==> src/rtl/itrd_pkg.sv <==
`timescale 1ns / 1ps

package itrd_pkg;

	// phase format
	localparam int PHASE_FRACTION_BITS = 32;
	localparam int ACC_BITS            = PHASE_FRACTION_BITS + 8;

	// field widths
	localparam int INC_BITS  = 33;
	localparam int OFF_BITS  = 36;
	localparam int RND_BITS  = 32;
	localparam int DIFF_BITS = OFF_BITS + 1;
	localparam int PROB_BITS = 33;
	localparam int SOFF_BITS = 32;

	// stream and configuration port widths
	localparam int S_DATA_BITS    = 104;
	localparam int M_DATA_BITS    = 8;
	localparam int CFG_DATA_BITS  = 33;
	localparam int CFG_INDEX_BITS = 2;

	// register indexes
	localparam logic [CFG_INDEX_BITS-1:0] CFG_DROP_PROBABILITY = 2'd0;
	localparam logic [CFG_INDEX_BITS-1:0] CFG_START_OFFSET     = 2'd1;
	localparam logic [CFG_INDEX_BITS-1:0] CFG_START_NEGATIVE   = 2'd2;

	// conversion shifts from 32 fraction bits
	localparam int SHL = (PHASE_FRACTION_BITS >= 32) ? PHASE_FRACTION_BITS - 32 : 0;
	localparam int SHR = (PHASE_FRACTION_BITS < 32) ? 32 - PHASE_FRACTION_BITS : 0;

	typedef logic signed [ACC_BITS-1:0] phase_t;

	localparam phase_t PH_ONE = {{(ACC_BITS-PHASE_FRACTION_BITS-1){1'b0}}, 1'b1,
		{PHASE_FRACTION_BITS{1'b0}}};

	typedef struct packed {
		logic   trig;
		phase_t ph;
	} wrap_t;

	typedef struct packed {
		logic dropped;
		logic impulse;
	} flags_t;

	// value with 32 fraction bits to phase format, wrapped to the accumulator
	function automatic phase_t to_phase(input logic signed [DIFF_BITS-1:0] v);
		logic signed [ACC_BITS+DIFF_BITS-1:0] ext;
		ext = (ACC_BITS+DIFF_BITS)'(v);
		if (PHASE_FRACTION_BITS >= 32) begin
			ext = ext <<< SHL;
		end else begin
			ext = ext >>> SHR;
		end
		return ext[ACC_BITS-1:0];
	endfunction

	// wrap test in the direction given by the last increment
	function automatic wrap_t wrap_test(input logic neg, input phase_t p);
		wrap_t  r;
		phase_t q;
		r.trig = 1'b0;
		r.ph   = p;
		q      = p;
		if (neg) begin
			if (p <= phase_t'(0)) begin
				r.trig = 1'b1;
				q      = p + PH_ONE;
				if (q > phase_t'(0)) begin
					r.ph = q;
				end else if (q[PHASE_FRACTION_BITS-1:0] == '0) begin
					r.ph = '0;
				end else begin
					// x - ceil(x) keeps the fraction bits under an all-ones integer part
					r.ph = {{(ACC_BITS-PHASE_FRACTION_BITS){1'b1}},
						q[PHASE_FRACTION_BITS-1:0]};
				end
			end
		end else begin
			if (p >= PH_ONE) begin
				r.trig = 1'b1;
				q      = p - PH_ONE;
				if (q >= PH_ONE) begin
					r.ph = {{(ACC_BITS-PHASE_FRACTION_BITS){1'b0}},
						q[PHASE_FRACTION_BITS-1:0]};
				end else begin
					r.ph = q;
				end
			end
		end
		return r;
	endfunction

endpackage

==> src/rtl/itrd_phase.sv <==
`timescale 1ns / 1ps

module itrd_phase (
	input  itrd_pkg::phase_t                      acc,
	input  logic                                  last_neg,
	input  itrd_pkg::phase_t                      diff_ph,
	input  itrd_pkg::phase_t                      inc_ph,
	input  logic [itrd_pkg::RND_BITS-1:0]         rnd,
	input  logic [itrd_pkg::PROB_BITS-1:0]        drop_prob,
	output itrd_pkg::phase_t                      acc_next,
	output itrd_pkg::flags_t                      flags
);
	import itrd_pkg::*;

	wrap_t  trig_w;
	wrap_t  silent_w;
	phase_t shifted;
	logic   drop;

	// audible wrap test on the stored phase
	assign trig_w = wrap_test(last_neg, acc);

	// dropout decision
	assign drop = trig_w.trig && ({1'b0, rnd} < drop_prob);

	// offset change, then silent wrap in the old direction
	assign shifted  = trig_w.ph + diff_ph;
	assign silent_w = wrap_test(last_neg, shifted);

	// advance by the new increment
	assign acc_next = silent_w.ph + inc_ph;

	assign flags.impulse = trig_w.trig && !drop;
	assign flags.dropped = drop;

endmodule

==> src/rtl/impulse_train_with_random_dropout.sv <==
`timescale 1ns / 1ps

// Impulse train with random dropout.
// One sample transaction on the s_ side gives one result transaction on the m_ side.
// s_tdata carries the signed phase increment, the signed phase offset and a uniform
// random word; m_tdata carries the impulse and dropped flags.
// A result passes through one input stage that forms the offset change, then
// through the output register.
// Throughput: one sample per cycle while the output is not stalled; the phase
// accumulator update (wrap test, offset add, silent wrap, increment add) is
// combinational.
// While m_tready is low one more sample is taken into the input stage, after which
// s_tready drops until the waiting result is taken.
// Configuration goes through cfg_we/cfg_index/cfg_data; the user writes it only while the
// block is idle, which the block does not enforce. A write to start_offset or start_negative
// reloads the phase state as at reset. Reset clears the registers to zero and loads the phase
// with one, a positive wrap direction and a zero last offset; the pipeline comes up empty.
module impulse_train_with_random_dropout (
	input  logic                                   clk,
	input  logic                                   arst_n,
	// phase_increment[32:0], phase_offset[68:33], random_value[100:69], zero fill
	input  logic [itrd_pkg::S_DATA_BITS-1:0]       s_tdata,
	input  logic                                   s_tvalid,
	output logic                                   s_tready,
	// impulse[0], dropped[1], zero fill
	output logic [itrd_pkg::M_DATA_BITS-1:0]       m_tdata,
	output logic                                   m_tvalid,
	input  logic                                   m_tready,
	input  logic                                   cfg_we,
	input  logic [itrd_pkg::CFG_INDEX_BITS-1:0]    cfg_index,
	input  logic [itrd_pkg::CFG_DATA_BITS-1:0]     cfg_data
);
	import itrd_pkg::*;

	// configuration registers
	logic [PROB_BITS-1:0] drop_prob_q;
	logic [SOFF_BITS-1:0] start_offset_q;
	logic                 start_neg_q;

	// phase state
	phase_t                     acc_q;
	logic                       last_neg_q;
	logic signed [OFF_BITS-1:0] last_off_q;

	// input stage
	logic                 valid_s1;
	logic                 inc_neg_s1;
	phase_t               inc_ph_s1;
	phase_t               diff_ph_s1;
	logic [RND_BITS-1:0]  rnd_s1;

	// output register
	logic                 m_valid_q;
	flags_t               flags_q;

	logic signed [INC_BITS-1:0]  in_inc;
	logic signed [OFF_BITS-1:0]  in_off;
	logic [RND_BITS-1:0]         in_rnd;
	logic signed [DIFF_BITS-1:0] off_diff;
	logic                        out_free;
	logic                        adv_s1;
	logic                        in_take;
	phase_t                      acc_next;
	flags_t                      flags_next;
	logic [SOFF_BITS-1:0]        load_soff;
	logic                        load_neg;
	phase_t                      load_conv;
	phase_t                      load_ph;
	logic                        load_en;

	// unpack the sample
	assign in_inc = s_tdata[INC_BITS-1:0];
	assign in_off = s_tdata[INC_BITS+OFF_BITS-1:INC_BITS];
	assign in_rnd = s_tdata[INC_BITS+OFF_BITS+RND_BITS-1:INC_BITS+OFF_BITS];

	assign off_diff = DIFF_BITS'(in_off) - DIFF_BITS'(last_off_q);

	// handshake
	assign out_free = !m_valid_q || m_tready;
	assign adv_s1   = valid_s1 && out_free;
	assign s_tready = !valid_s1 || out_free;
	assign in_take  = s_tvalid && s_tready;

	// state reload from the start registers, with the value being written
	assign load_soff = (cfg_index == CFG_START_OFFSET) ? cfg_data[SOFF_BITS-1:0]
		: start_offset_q;
	assign load_neg  = (cfg_index == CFG_START_NEGATIVE) ? cfg_data[0] : start_neg_q;
	assign load_conv = to_phase(DIFF_BITS'(load_soff));
	assign load_ph   = (load_conv == '0 && !load_neg) ? PH_ONE : load_conv;
	assign load_en   = cfg_we && (cfg_index == CFG_START_OFFSET
		|| cfg_index == CFG_START_NEGATIVE);

	itrd_phase u_phase (
		.acc       (acc_q),
		.last_neg  (last_neg_q),
		.diff_ph   (diff_ph_s1),
		.inc_ph    (inc_ph_s1),
		.rnd       (rnd_s1),
		.drop_prob (drop_prob_q),
		.acc_next  (acc_next),
		.flags     (flags_next)
	);

	// configuration write
	always_ff @(posedge clk or negedge arst_n) begin
		if (!arst_n) begin
			drop_prob_q    <= '0;
			start_offset_q <= '0;
			start_neg_q    <= 1'b0;
		end else if (cfg_we) begin
			case (cfg_index)
				CFG_DROP_PROBABILITY: drop_prob_q    <= cfg_data[PROB_BITS-1:0];
				CFG_START_OFFSET:     start_offset_q <= cfg_data[SOFF_BITS-1:0];
				CFG_START_NEGATIVE:   start_neg_q    <= cfg_data[0];
				default: ;
			endcase
		end
	end

	// phase state
	always_ff @(posedge clk or negedge arst_n) begin
		if (!arst_n) begin
			acc_q      <= PH_ONE;
			last_neg_q <= 1'b0;
			last_off_q <= '0;
		end else if (load_en) begin
			acc_q      <= load_ph;
			last_neg_q <= load_neg;
			last_off_q <= OFF_BITS'(load_soff);
		end else begin
			if (adv_s1) begin
				acc_q      <= acc_next;
				last_neg_q <= inc_neg_s1;
			end
			if (in_take) begin
				last_off_q <= in_off;
			end
		end
	end

	// input stage control
	always_ff @(posedge clk or negedge arst_n) begin
		if (!arst_n) begin
			valid_s1 <= 1'b0;
		end else if (s_tready) begin
			valid_s1 <= s_tvalid;
		end
	end

	// input stage payload
	always_ff @(posedge clk) begin
		if (in_take) begin
			inc_neg_s1 <= in_inc[INC_BITS-1];
			inc_ph_s1  <= to_phase(DIFF_BITS'(in_inc));
			diff_ph_s1 <= to_phase(off_diff);
			rnd_s1     <= in_rnd;
		end
	end

	// output register
	always_ff @(posedge clk or negedge arst_n) begin
		if (!arst_n) begin
			m_valid_q <= 1'b0;
		end else if (out_free) begin
			m_valid_q <= valid_s1;
		end
	end

	always_ff @(posedge clk) begin
		if (adv_s1) begin
			flags_q <= flags_next;
		end
	end

	assign m_tvalid = m_valid_q;
	assign m_tdata  = {{(M_DATA_BITS-2){1'b0}}, flags_q.dropped, flags_q.impulse};

	// an impulse and a drop never come together
	a_flags_exclusive: assert property (@(posedge clk) disable iff (!arst_n)
		m_tvalid |-> !(m_tdata[0] && m_tdata[1]))
		else $error("impulse and dropped both set");

	// zero drop probability never drops
	a_no_drop: assert property (@(posedge clk) disable iff (!arst_n)
		(m_tvalid && drop_prob_q == '0) |-> !m_tdata[1])
		else $error("drop with zero probability");

	// full drop probability never lets an impulse through
	a_all_drop: assert property (@(posedge clk) disable iff (!arst_n)
		(m_tvalid && drop_prob_q[PROB_BITS-1]) |-> !m_tdata[0])
		else $error("impulse with full drop probability");

	// input stalls only behind a waiting result and a full input stage
	a_stall_cause: assert property (@(posedge clk) disable iff (!arst_n)
		!s_tready |-> (m_tvalid && !m_tready && valid_s1))
		else $error("input stalled without cause");

endmodule

==> config.mk <==
export PLATFORM = sky130hd
export DESIGN_NAME = impulse_train_with_random_dropout
export DESIGN_NICKNAME = d
export VERILOG_FILES = /design/src/rtl/itrd_pkg.sv /design/src/rtl/itrd_phase.sv /design/src/rtl/impulse_train_with_random_dropout.sv
export SDC_FILE = /design/constraint.sdc
export NUM_CORES = 1
export LEC_CHECK = 0
export BUFFER_PORTS_ARGS = -buffer_cell sky130_fd_sc_hd__buf_2
export CAP_MARGIN = 10
export CORE_UTILIZATION = 45
export CTS_BUF_LIST = sky130_fd_sc_hd__clkbuf_16
export DETAILED_ROUTE_END_ITERATION = 12
export PLACE_DENSITY = 0.65
export SLEW_MARGIN = 25
export SYNTH_ARGS = -nofsm -noshare
export SYNTH_HDL_FRONTEND = slang
export SYNTH_SLANG_ARGS = --single-unit
==> constraint.sdc <==
create_clock -name clk -period 6.5 [get_ports clk]
set_input_delay 0.65 -clock clk [delete_from_list [all_inputs] [get_ports clk]]
set_output_delay 0.65 -clock clk [all_outputs]
set_load 0.02 [all_outputs]
# Yosys cells after proc, flatten, opt, wreduce, memory -nomap -nowiden
# Cells that the tools add are included.
[totals]
reg_bits = 250
latchBits = 0
ramBits = 0
romBits = 0
in_bits = 144
output_inout_bits = 10
mem_count = 0
[op_classes]
n_addsub = 7
multipliers = 0
div = 0
order_cmp = 9
eq_ne = 2
shifts = 0
n_mux = 21
bitwise_logic = 0
reduce_logical = 20
[ops]
columns = ["cell", "n"]
rows = [
  ["40-bit 2-to-1 mux", 11],
  ["40-bit by 34-bit >= comparator with 1-bit output (second input constant)", 4],
  ["41-bit 2-to-1 mux", 3],
  ["40-bit by 34-bit adder with 40-bit output (second input constant)", 2],
  ["40-bit by 1-bit greater-than comparator with 1-bit output (second input constant)", 2],
  ["40-bit by 1-bit less-or-equal comparator with 1-bit output (second input constant)", 2],
  ["40-bit by 34-bit subtractor with 40-bit output (second input constant)", 2],
  ["36-bit 2-to-1 mux", 2],
  ["32-bit zero test", 2],
  ["40-bit by 33-bit adder with 40-bit output", 1],
  ["40-bit by 37-bit adder with 40-bit output", 1],
  ["40-bit zero test", 1],
  ["36-bit by 36-bit subtractor with 37-bit output", 1],
  ["32-bit by 33-bit < comparator with 1-bit output", 1],
  ["33-bit 2-to-1 mux", 1],
  ["32-bit 2-to-1 mux", 1],
  ["1-bit logical AND", 6],
  ["1-bit zero test", 4],
  ["2-bit nonzero test", 2],
  ["1-bit logical OR", 3],
  ["1-bit 2-to-1 mux", 3],
  ["2-bit by 1-bit equality test with 1-bit output (second input constant)", 1],
  ["2-bit equality test (second input constant)", 1],
  ["2-bit zero test", 1],
  ["2-bit AND reduction", 1],
]

# Logic depth before layout (Yosys ltp)
# Gate-level depths: netlist of the first run.
[logic_depth]
ltp_word = 16
ltp_mapped = 38

# By module
# Synthesis of the first run repeated with hierarchy kept, for this count alone.
[unflattened]
hier_cells = 2076
hier_area_um2 = 18480.2
[modules_own_cells]
columns = ["module", "n_inst", "cells_per_inst", "area_per_inst_um2", "seq_area_each_um2"]
rows = [
  ["impulse_train_with_random_dropout", 1, 1048, 11623.6, 6752.7],
  ["itrd_phase", 1, 1028, 6856.6, 0.0],
]

# Least setup slack after synthesis of the first run
# OpenSTA, ideal clock, no wires.
[synth_timing]
kind = "register to register"
startpoint = "reg acc_q[32]"
endpoint = "reg acc_q[39]"
setup_ps = 78
t_arrival_ps = 7085
required_ps = 6422
slack_ps = -662
path_stages_with_launch = 33
n_path_buf = 1
synth_period_minus_slack_ps = 7162
cell_sequence = "dfstp_2 inv_1 nor3_1 o2111ai_1 a211oi_1 nor2_1 o221ai_1 o21ai_0 a32o_1 ha_1 nand2_1 o31a_1 a2111o_1 nand4_1 nor3b_1 and4_1 a21o_1 nor2_1 a221oi_1 o21ai_1 ha_1 clkbuf_1 o21ai_0 nand2b_1 a21o_1 a21o_1 a21o_1 a21o_1 a41o_1 a21o_1 a21oi_1 xnor3_1 a21oi_1"
[synth_between]
elab_chain_len = 15
[synth_rtl]
columns = ["element", "line", "rtl"]
rows = [
  ["start, declared", "impulse_train_with_random_dropout.sv:41", "phase_t acc_q;"],
  ["start signal, assigned", "impulse_train_with_random_dropout.sv:127", "acc_q <= load_ph;"],
  ["start signal, assigned", "impulse_train_with_random_dropout.sv:132", "acc_q <= acc_next;"],
  ["40-bit by 34-bit adder with 40-bit output", "itrd_pkg.sv:69", "q = p + PH_ONE;"],
  ["40-bit by 1-bit greater-than comparator with 1-bit output", "itrd_pkg.sv:70", "if (q > phase_t'(0)) begin"],
  ["40-bit 2-to-1 mux", "itrd_pkg.sv:70", ""],
  ["41-bit 2-to-1 mux", "itrd_pkg.sv:67", "if (p <= phase_t'(0)) begin"],
  ["41-bit 2-to-1 mux (*)", "itrd_pkg.sv:66", "if (neg) begin"],
  ["40-bit by 37-bit adder with 40-bit output (*)", "itrd_phase.sv:27", "assign shifted = trig_w.ph + diff_ph;"],
  ["branches (longest 5 deep; another with 40-bit by 34-bit adder with 40-bit output)", "-", ""],
  ["40-bit 2-to-1 mux (*)", "itrd_pkg.sv:66", ""],
  ["40-bit by 33-bit adder with 40-bit output (*)", "itrd_phase.sv:31", "assign acc_next = silent_w.ph + inc_ph;"],
  ["40-bit 2-to-1 mux (*)", "impulse_train_with_random_dropout.sv:131", "if (adv_s1) begin"],
  ["40-bit 2-to-1 mux (*)", "impulse_train_with_random_dropout.sv:126", "end else if (load_en) begin"],
]
# Mark *: on every way between the ends. The select of a mux whose other input is x is not followed.
# A chain may end at the register's enable or synchronous reset.

# Worst setup path after layout of the first run
[layout_timing]
startpoint = "reg acc_q[1]"
endpoint = "reg acc_q[39]"
[layout_between]
elab_chain_len = 16
[layout_rtl]
columns = ["element", "line"]
rows = [
  ["branches (longest 5 deep; another with 40-bit by 34-bit adder with 40-bit output)", "-"],
  ["41-bit 2-to-1 mux (*)", "itrd_pkg.sv:66"],
  ["40-bit by 37-bit adder with 40-bit output (*)", "itrd_phase.sv:27"],
  ["branches (longest 5 deep; another with 40-bit by 34-bit adder with 40-bit output)", "-"],
  ["40-bit 2-to-1 mux (*)", "itrd_pkg.sv:66"],
  ["40-bit by 33-bit adder with 40-bit output (*)", "itrd_phase.sv:31"],
  ["40-bit 2-to-1 mux (*)", "impulse_train_with_random_dropout.sv:131"],
  ["40-bit 2-to-1 mux (*)", "impulse_train_with_random_dropout.sv:126"],
]
# Marks and branches as above.

==> results of run 1 <==
-- worst max-delay path by stage --
| stage | start | endpoint | slack (ps) | depth (start not counted) |
|---|---|---|---|---|
| 2_1_floorplan | acc_q[26] | acc_q[39] | 9 | 34 |
| 3_3_place_gp | acc_q[29] | acc_q[39] | -590 | 36 |
| 3_5_place_dp | acc_q[29] | acc_q[39] | -760 | 36 |
| 4_1_cts | acc_q[13] | acc_q[39] | -340 | 35 |
| 5_1_grt | acc_q[1] | acc_q[39] | -760 | 39 |
| 6_report | acc_q[1] | acc_q[39] | -410 | 37 |
-- layout make-up --
cell class                 count  area share [%]
sequential                   249           31.32
antenna                        2         0.02321
clock buffer                  30           3.482
inverter                     125           2.199
tap                          518           3.006
timing repair buffer         354           10.79
multi-input combinational   1459           48.36
clock inverter                24          0.8182
-- cells in the final DEF (no fill, tap or decap), types with 14 or more instances in the layout --
cell type,synthesis,final
buf_4,6,204
nand2_1,189,183
a21oi_1,170,160
ha_1,159,155
dfrtp_1,144,144
buf_2,0,143
inv_1,124,126
nor2_1,123,118
edfxtp_1,104,104
o21ai_0,83,76
a21o_1,71,70
xnor2_1,55,51
a31oi_1,51,51
and2_1,45,45
mux2_2,36,36
mux2i_1,34,34
nor3_1,35,33
a211oi_1,33,31
nand4_1,31,31
xor2_1,31,31
clkbuf_16,0,30
nand3_1,26,25
nand2b_1,25,25
o21a_1,24,24
o211ai_1,14,14
-- cells by family (layout without fill, tap and decap cells) --
| logic type | count (synthesis) | after routing |
|---|---|---|
| flip-flops | 249 | 249 |
| adder cells (fa/ha/maj) | 162 | 162 |
| buffers and inverters | 225 | 533 |
| AND/OR/NAND/NOR | 564 | 564 |
| other | 1 | 8 |
| AO/OA/AOI/OAI | 569 | 569 |
| XOR/XNOR | 87 | 87 |
| multiplexers | 71 | 71 |
-- sequential cells by signal, summed over array words and instances, names as in the netlist --
signal and cells:
start_offset_q 32, drop_prob_q 33, last_off_q 36, start_neg_q 1, m_tdata 2, last_neg_q 1, inc_ph_s1 32, acc_q 40
inc_neg_s1 1, valid_s1 1, rnd_s1 32, diff_ph_s1 37, m_tvalid 1
-- cells in the mapped netlist (all sizes together), types with 6 or more instances --
cell type	number	area [sq um]
nor4	15	93.84
o211ai	14	105.1
nor2	123	461.7
a31oi	51	319.1
a21o	71	533.0
nor2b	12	75.07
xor2	31	271.5
and3	14	87.58
edfxtp	104	3123
or2	9	56.31
a211oi	33	247.7
nor3b	7	52.55
clkbuf	89	334.1
or3	13	81.33
buf	11	63.81
nand2b	25	156.4
xnor2	55	481.7
ha	159	1989
mux2i	34	340.3
dfrtp	144	3603
and2	46	287.8
a221oi	7	67.56
a21boi	8	60.06
nand2	189	709.4
mux2	37	416.7
nand4	31	193.9
a21oi	170	850.8
nand3	26	130.1
o21bai	9	67.56
o21a	24	180.2
nor3	36	185.2
o21ai	94	470.5
o2111ai	9	78.83
inv	124	465.5
a41oi	6	52.55
o31ai	9	67.56
-- routing by layer --
metal	wire (um)	track usage, %
met1	23890	36.06
met2	21270	38.41
met3	2473	3.679
met4	1140	5.768
met5	71	0
-- stage by stage --
| stage | TNS [ps] | std cells | power, mW | area (sq um) | setup WS, ps |
|---|---|---|---|---|---|
| 2_1_floorplan | 0 | 1933 | 8.158 | 17740 | 9.234 |
| 3_3_place_gp | -2140 | 2689 | 11.15 | 20170 | -587.2 |
| 3_5_place_dp | -3021 | 2689 | 11.26 | 20170 | -760.4 |
| 4_1_cts | -1009 | 2760 | 13.34 | 21400 | -341.3 |
| 5_1_grt | -2927 | 2760 | 14.75 | 21560 | -756.9 |
| 6_report | -1022 | 2761 | 13.62 | 21560 | -413.3 |
-- what timing repair did --
action,CTS,global route
endpoints found under the setup margin,8,8
gates resized for setup,38,33
pin swaps,49,30
setup buffers,18,9
hold endpoints to repair,0,0
-- power by group through the flow --
stage | clock, mW | sequential, mW | combinational [mW]
after CTS | 1.63 | 2.22 | 9.49
final | 1.59 | 2.23 | 9.81
after global routing | 1.69 | 2.26 | 10.8
after detailed placement | 0 | 2.23 | 9.03
after global placement | 0 | 2.22 | 8.93
after floorplan | 0 | 2.18 | 5.98
==> run metrics, run 1 <==
max incr delay on CP=510 ps; largest family of logic cells by synthesized area=compound AO/OA/AOI/OAI gates; hold_buf cts=0; final setup vio count=4; gr usage total=24.70%; DR iter-0 viols=779; Reg2Reg Setup Slack=-410 ps; share of flip-flops with an asynchronous set or reset=58.23%; Placer Congestion=0.9054; path depth of the worst reg2reg path=37; slew margin rel.=43.33%; synthesized area=17630 sq um; combinational share of power=72.0%; Rows=72; Hold Path Class=input pin to async pin; number of synthesized flops with an enable pin=104; status=complete, but fails checks; Sequential Power Share=16.4%; CP bufs+invs=4; Fillers=3508; CTS tree=yes; top achievable clock speed=0.1446 GHz; Die Ht=199.9 um; Tmin final=6913 ps; Worst setup SP type=flip-flop; Root Driver=clkbuf_16; DR vias=15260; die span in x=199.9 um; HPWL after DPL=37170 um; initial antenna violation count=8; Max Slew Vio Count=0; final worst path period share=106.4%; RSZ-0062 raised after global routing=yes; Synth Register Bits=249; CTS Sinks=249; internal power=7.485 mW; DR vias/cell=5.527; Yosys cell types=85; drt first pass iters=7; CTS max path bufs=3; area delta synth->final=22.28%; final setup margin=-413.3 ps; pwr/cell area=631.8 nW/um^2; fin nets=2524; Slowest cell on crit path=a2111o_1; adder-cell share of the synthesized area=11.62%; Setup crit end kind=flip-flop; clk_skew=13.29 ps; Skew-Pair Late Insertion Delay=580 ps; switching share of power=45.05%; DIE AREA=39980 sq um; pin count of the biggest net entering global routing=78; Worst path top cell family by delay=compound AO/OA/AOI/OAI gates; footprint of the multi-input gates=10430 sq um; WP data required=7000 ps; Core Util, Final=55.79%; post-synthesis simple-gate area fraction=15.46%; layout cells sized above 1=22.94%; violated checks=negative setup slack; Antenna Nets Post-Route=0; worst hold slack=63.79 ps; Compound-Gate Fraction of Synth Area=20.98%; post-detailed-route DRC marker count=0; most used cell, CP=a21o_1; sequential fraction of the synthesis area=38.30%; Congestion Overflow GR=0; clock share of power=11.7%; Yosys warning total=0; DR WL/cell=17.69 um; # port buffers=144; Max Cap Violations=0; P_leak=9.723 nW; Least-Margin Pin Slew=850.0 ps; vias in the first global route=14720; mux contribution to synthesized area=4.293%; Post-Syn Instances=1928; Max FO, Critical Path=5; io pins=154; crit path DAT=7410 ps; clk slew on worst S/H paths=60 ps; core footprint=38650 sq um; Avg Cell Area, Syn=9.145 sq um; origin of the critical flop-to-flop path=acc_q[1]; reg2reg end=acc_q[39]; CTS buffer count=29; register area=6753 sq um; Routed WL=48840 um; XOR/XNOR share of the synthesized area=4.400%; Final Hold Vio Count=0; Crit Path Category=flip-flop to flip-flop; Max VDD drop=291.3 uV; Psw=6.137 mW; Most used DFF post-synth=dfrtp_1; H-Tree Depth=1; Initial Utilization=45.62%; first-pass GRT wire length=77830 um
(Power assumes the default switching activity.)
==> run 2: changes to the inputs <==
--- a/config.mk
+++ b/config.mk
@@ -16,2 +16,3 @@
 export SYNTH_HDL_FRONTEND = slang
 export SYNTH_SLANG_ARGS = --single-unit
+export TNS_END_PERCENT = 1
==> constraint.sdc (replaced) <==
create_clock -name clk -period 6.5 [get_ports clk]
set_input_delay 1.3 -clock clk [delete_from_list [all_inputs] [get_ports clk]]
set_output_delay 1.3 -clock clk [all_outputs]
set_load 0.02 [all_outputs]
==> run 2 against run 1 <==
Net effect:
- the flow still finishes with violations (negative setup slack)
- cell area is 0.20% lower
- hold slack better by 440 ps
- first-iteration DRC count is 9.8% higher
- routed wire length is 0.15% higher
- clock power hardly changed
- sequential power hardly changed
- total power is 0.47% lower
- largest cell class unchanged
- largest power group unchanged
- highest routed layer unchanged
==> run metrics, run 2 (synthesis gave the netlist of run 1 again) <==
Initial Utilization=45.62% (unchanged); hold_buf cts=0 (unchanged); top achievable clock speed=0.1463 GHz (+1.1%); Sequential Power Share=16.4% (about the same); clk_skew=50.60 ps (+37.30 ps); clk slew on worst S/H paths=60 ps (about the same); final instance area=21520 sq um (-0.20%); final setup margin=-336.5 ps (+76.85 ps); Slowest cell on crit path=a2111o_1; DR vias=15320 (+0.37%); Hold Path Class=flip-flop to flip-flop; gr usage total=24.98% (+0.29 points); DIE AREA=39980 sq um (unchanged); Skew-Pair Late Insertion Delay=610 ps (+30 ps); Core Util, Final=55.68% (-0.11 points); top flop regs=acc_q x40, diff_ph_s1 x37, last_off_q x36; core footprint=38650 sq um (unchanged); Antenna Nets Post-Route=0 (unchanged); first-pass GRT wire length=78800 um (+1.2%); Routed WL=48910 um (+0.15%); status=complete, but fails checks; Crit Path Category=flip-flop to flip-flop; Rows=72 (unchanged); drt first pass iters=5 (-2); io pins=154 (unchanged); Die Ht=199.9 um (unchanged); area delta synth->final=22.04%; combinational share of power=71.6% (-0.4 points); commonest non-fill, non-tap cell in the layout=buf_4; Max VDD drop=299.4 uV (+2.8%); path depth of the worst reg2reg path=31 (-16%); final worst path period share=105.2% (-1.2 points); Placed Instance Area=20220 sq um (+0.25%); vias in the first global route=14910 (+1.3%); initial antenna violation count=7 (-1); Max FO, Critical Path=5 (unchanged); layout cells sized above 1=22.42% (-0.52 points); fin nets=2526 (+0.079%); die span in x=199.9 um (unchanged); crit path DAT=7330 ps (-80 ps); Psw=6.130 mW (-0.11%); DR iter-0 viols=855 (+9.8%); WP data required=6990 ps (about the same); commonest cells after routing, fill and taps aside=buf_4 (210), nand2_1 (186), a21oi_1 (161), ha_1 (155), dfrtp_1 (144); final setup vio count=6 (+2); Max Slew Vio Count=0 (unchanged); DR WL/cell=17.70 um (about the same); Worst Hold Depth=1; Placer Congestion=0.8894 (-1.8%); Worst setup SP type=flip-flop; Root Driver=clkbuf_16; Congestion Overflow GR=0 (unchanged); Max Cap Violations=0 (unchanged); clock share of power=11.9% (+0.2 points); Top reg by flops=acc_q; Setup crit end kind=flip-flop; CTS max path bufs=3 (unchanged); most used cell, CP=a21o_1; max reg flops=40 (unchanged); pwr/cell area=630.1 nW/um^2 (-0.27%); post-detailed-route DRC marker count=0 (unchanged); internal power=7.428 mW (-0.76%); pin count of the biggest net entering global routing=102 (+31%); HPWL after DPL=37260 um (+0.24%); DR vias/cell=5.542 (+0.26%); switching share of power=45.21% (+0.16 points); H-Tree Depth=1 (unchanged); Final Hold Vio Count=0 (unchanged); slew margin rel.=39.72% (-3.6 points); violated checks=negative setup slack; Least-Margin Pin Slew=904.3 ps (+54.28 ps); Tmin final=6836 ps (-76.85 ps); # port buffers=144 (unchanged); RSZ-0062 raised after global routing=yes; P_leak=9.690 nW (-0.34%); max incr delay on CP=480 ps (-30 ps); CTS Sinks=249 (unchanged); CTS buffer count=30 (+3.4%); CTS tree=yes
[run 2: repair_timing]
| item | in CTS | in global routing |
|---|---|---|
| hold endpoints to repair | 0 | 0 |
| buffers inserted | 9 | 3 |
| resized for setup | 34 | 11 |
| endpoints found under the setup margin | 8 | 8 |
| pin swaps | 36 | 16 |
[run 2: power by group through the flow]
stage                     Clock, mW  Sequential, mW  Combinational, mW
after floorplan                   0            2.18               5.98
after global placement            0            2.22               8.97
after detailed placement          0            2.23               9.09
after CTS                      1.67            2.22               9.48
after global routing           1.72            2.26               10.7
final                          1.62            2.22               9.71
[run 2: layout make-up]
cell class / count / area [sq um]
clock inverter: 25 / 185.2
multi-input combinational: 1459 / 10350
timing repair buffer: 355 / 2326
fill: 3473 / 17130
inverter: 125 / 474.2
antenna: 2 / 5.005
sequential: 249 / 6753
tap: 518 / 648.1
clock buffer: 31 / 775.7
[run 2: worst max-delay path, delay by kind of cell (launching register included)]
kind	cells	cell delay [ps]
XOR/XNOR	1	230
adder cells (fa/ha/maj)	2	580
AND/OR/NAND/NOR	8	1430
buffers and inverters	2	310
flip-flops	1	410
AO/OA/AOI/OAI	18	3730
[run 2: final timing paths]
check	from	endpoint	slack, ps
max	acc_q[29]	acc_q[39]	-340
min in group asynchronous	arst_n	drop_prob_q[1]	790
min reg2reg	start_offset_q[23]	start_offset_q[23]	500
min	start_offset_q[23]	start_offset_q[23]	500
max in group asynchronous	arst_n	drop_prob_q[16]	4540
max reg2reg	acc_q[29]	acc_q[39]	-340
[run 2: through the flow]
stage	setup WS (ps)	hold slack (ps)	cells	power [mW]	TNS (ps)
2_1_floorplan	9.234	457.2	1933	8.158	0
3_3_place_gp	-688.3	465.0	2694	11.19	-2769
3_5_place_dp	-744.6	484.5	2694	11.31	-3266
4_1_cts	-366.6	497.9	2759	13.36	-1284
5_1_grt	-782.8	510.0	2763	14.66	-3921
6_report	-336.5	499.7	2764	13.56	-1108
[run 2: routing by layer]
metal	routed length (um)	GRT usage [%]
met5	59	0
met4	1308	6.983
met1	23960	36.76
met2	21030	38.12
met3	2556	3.579
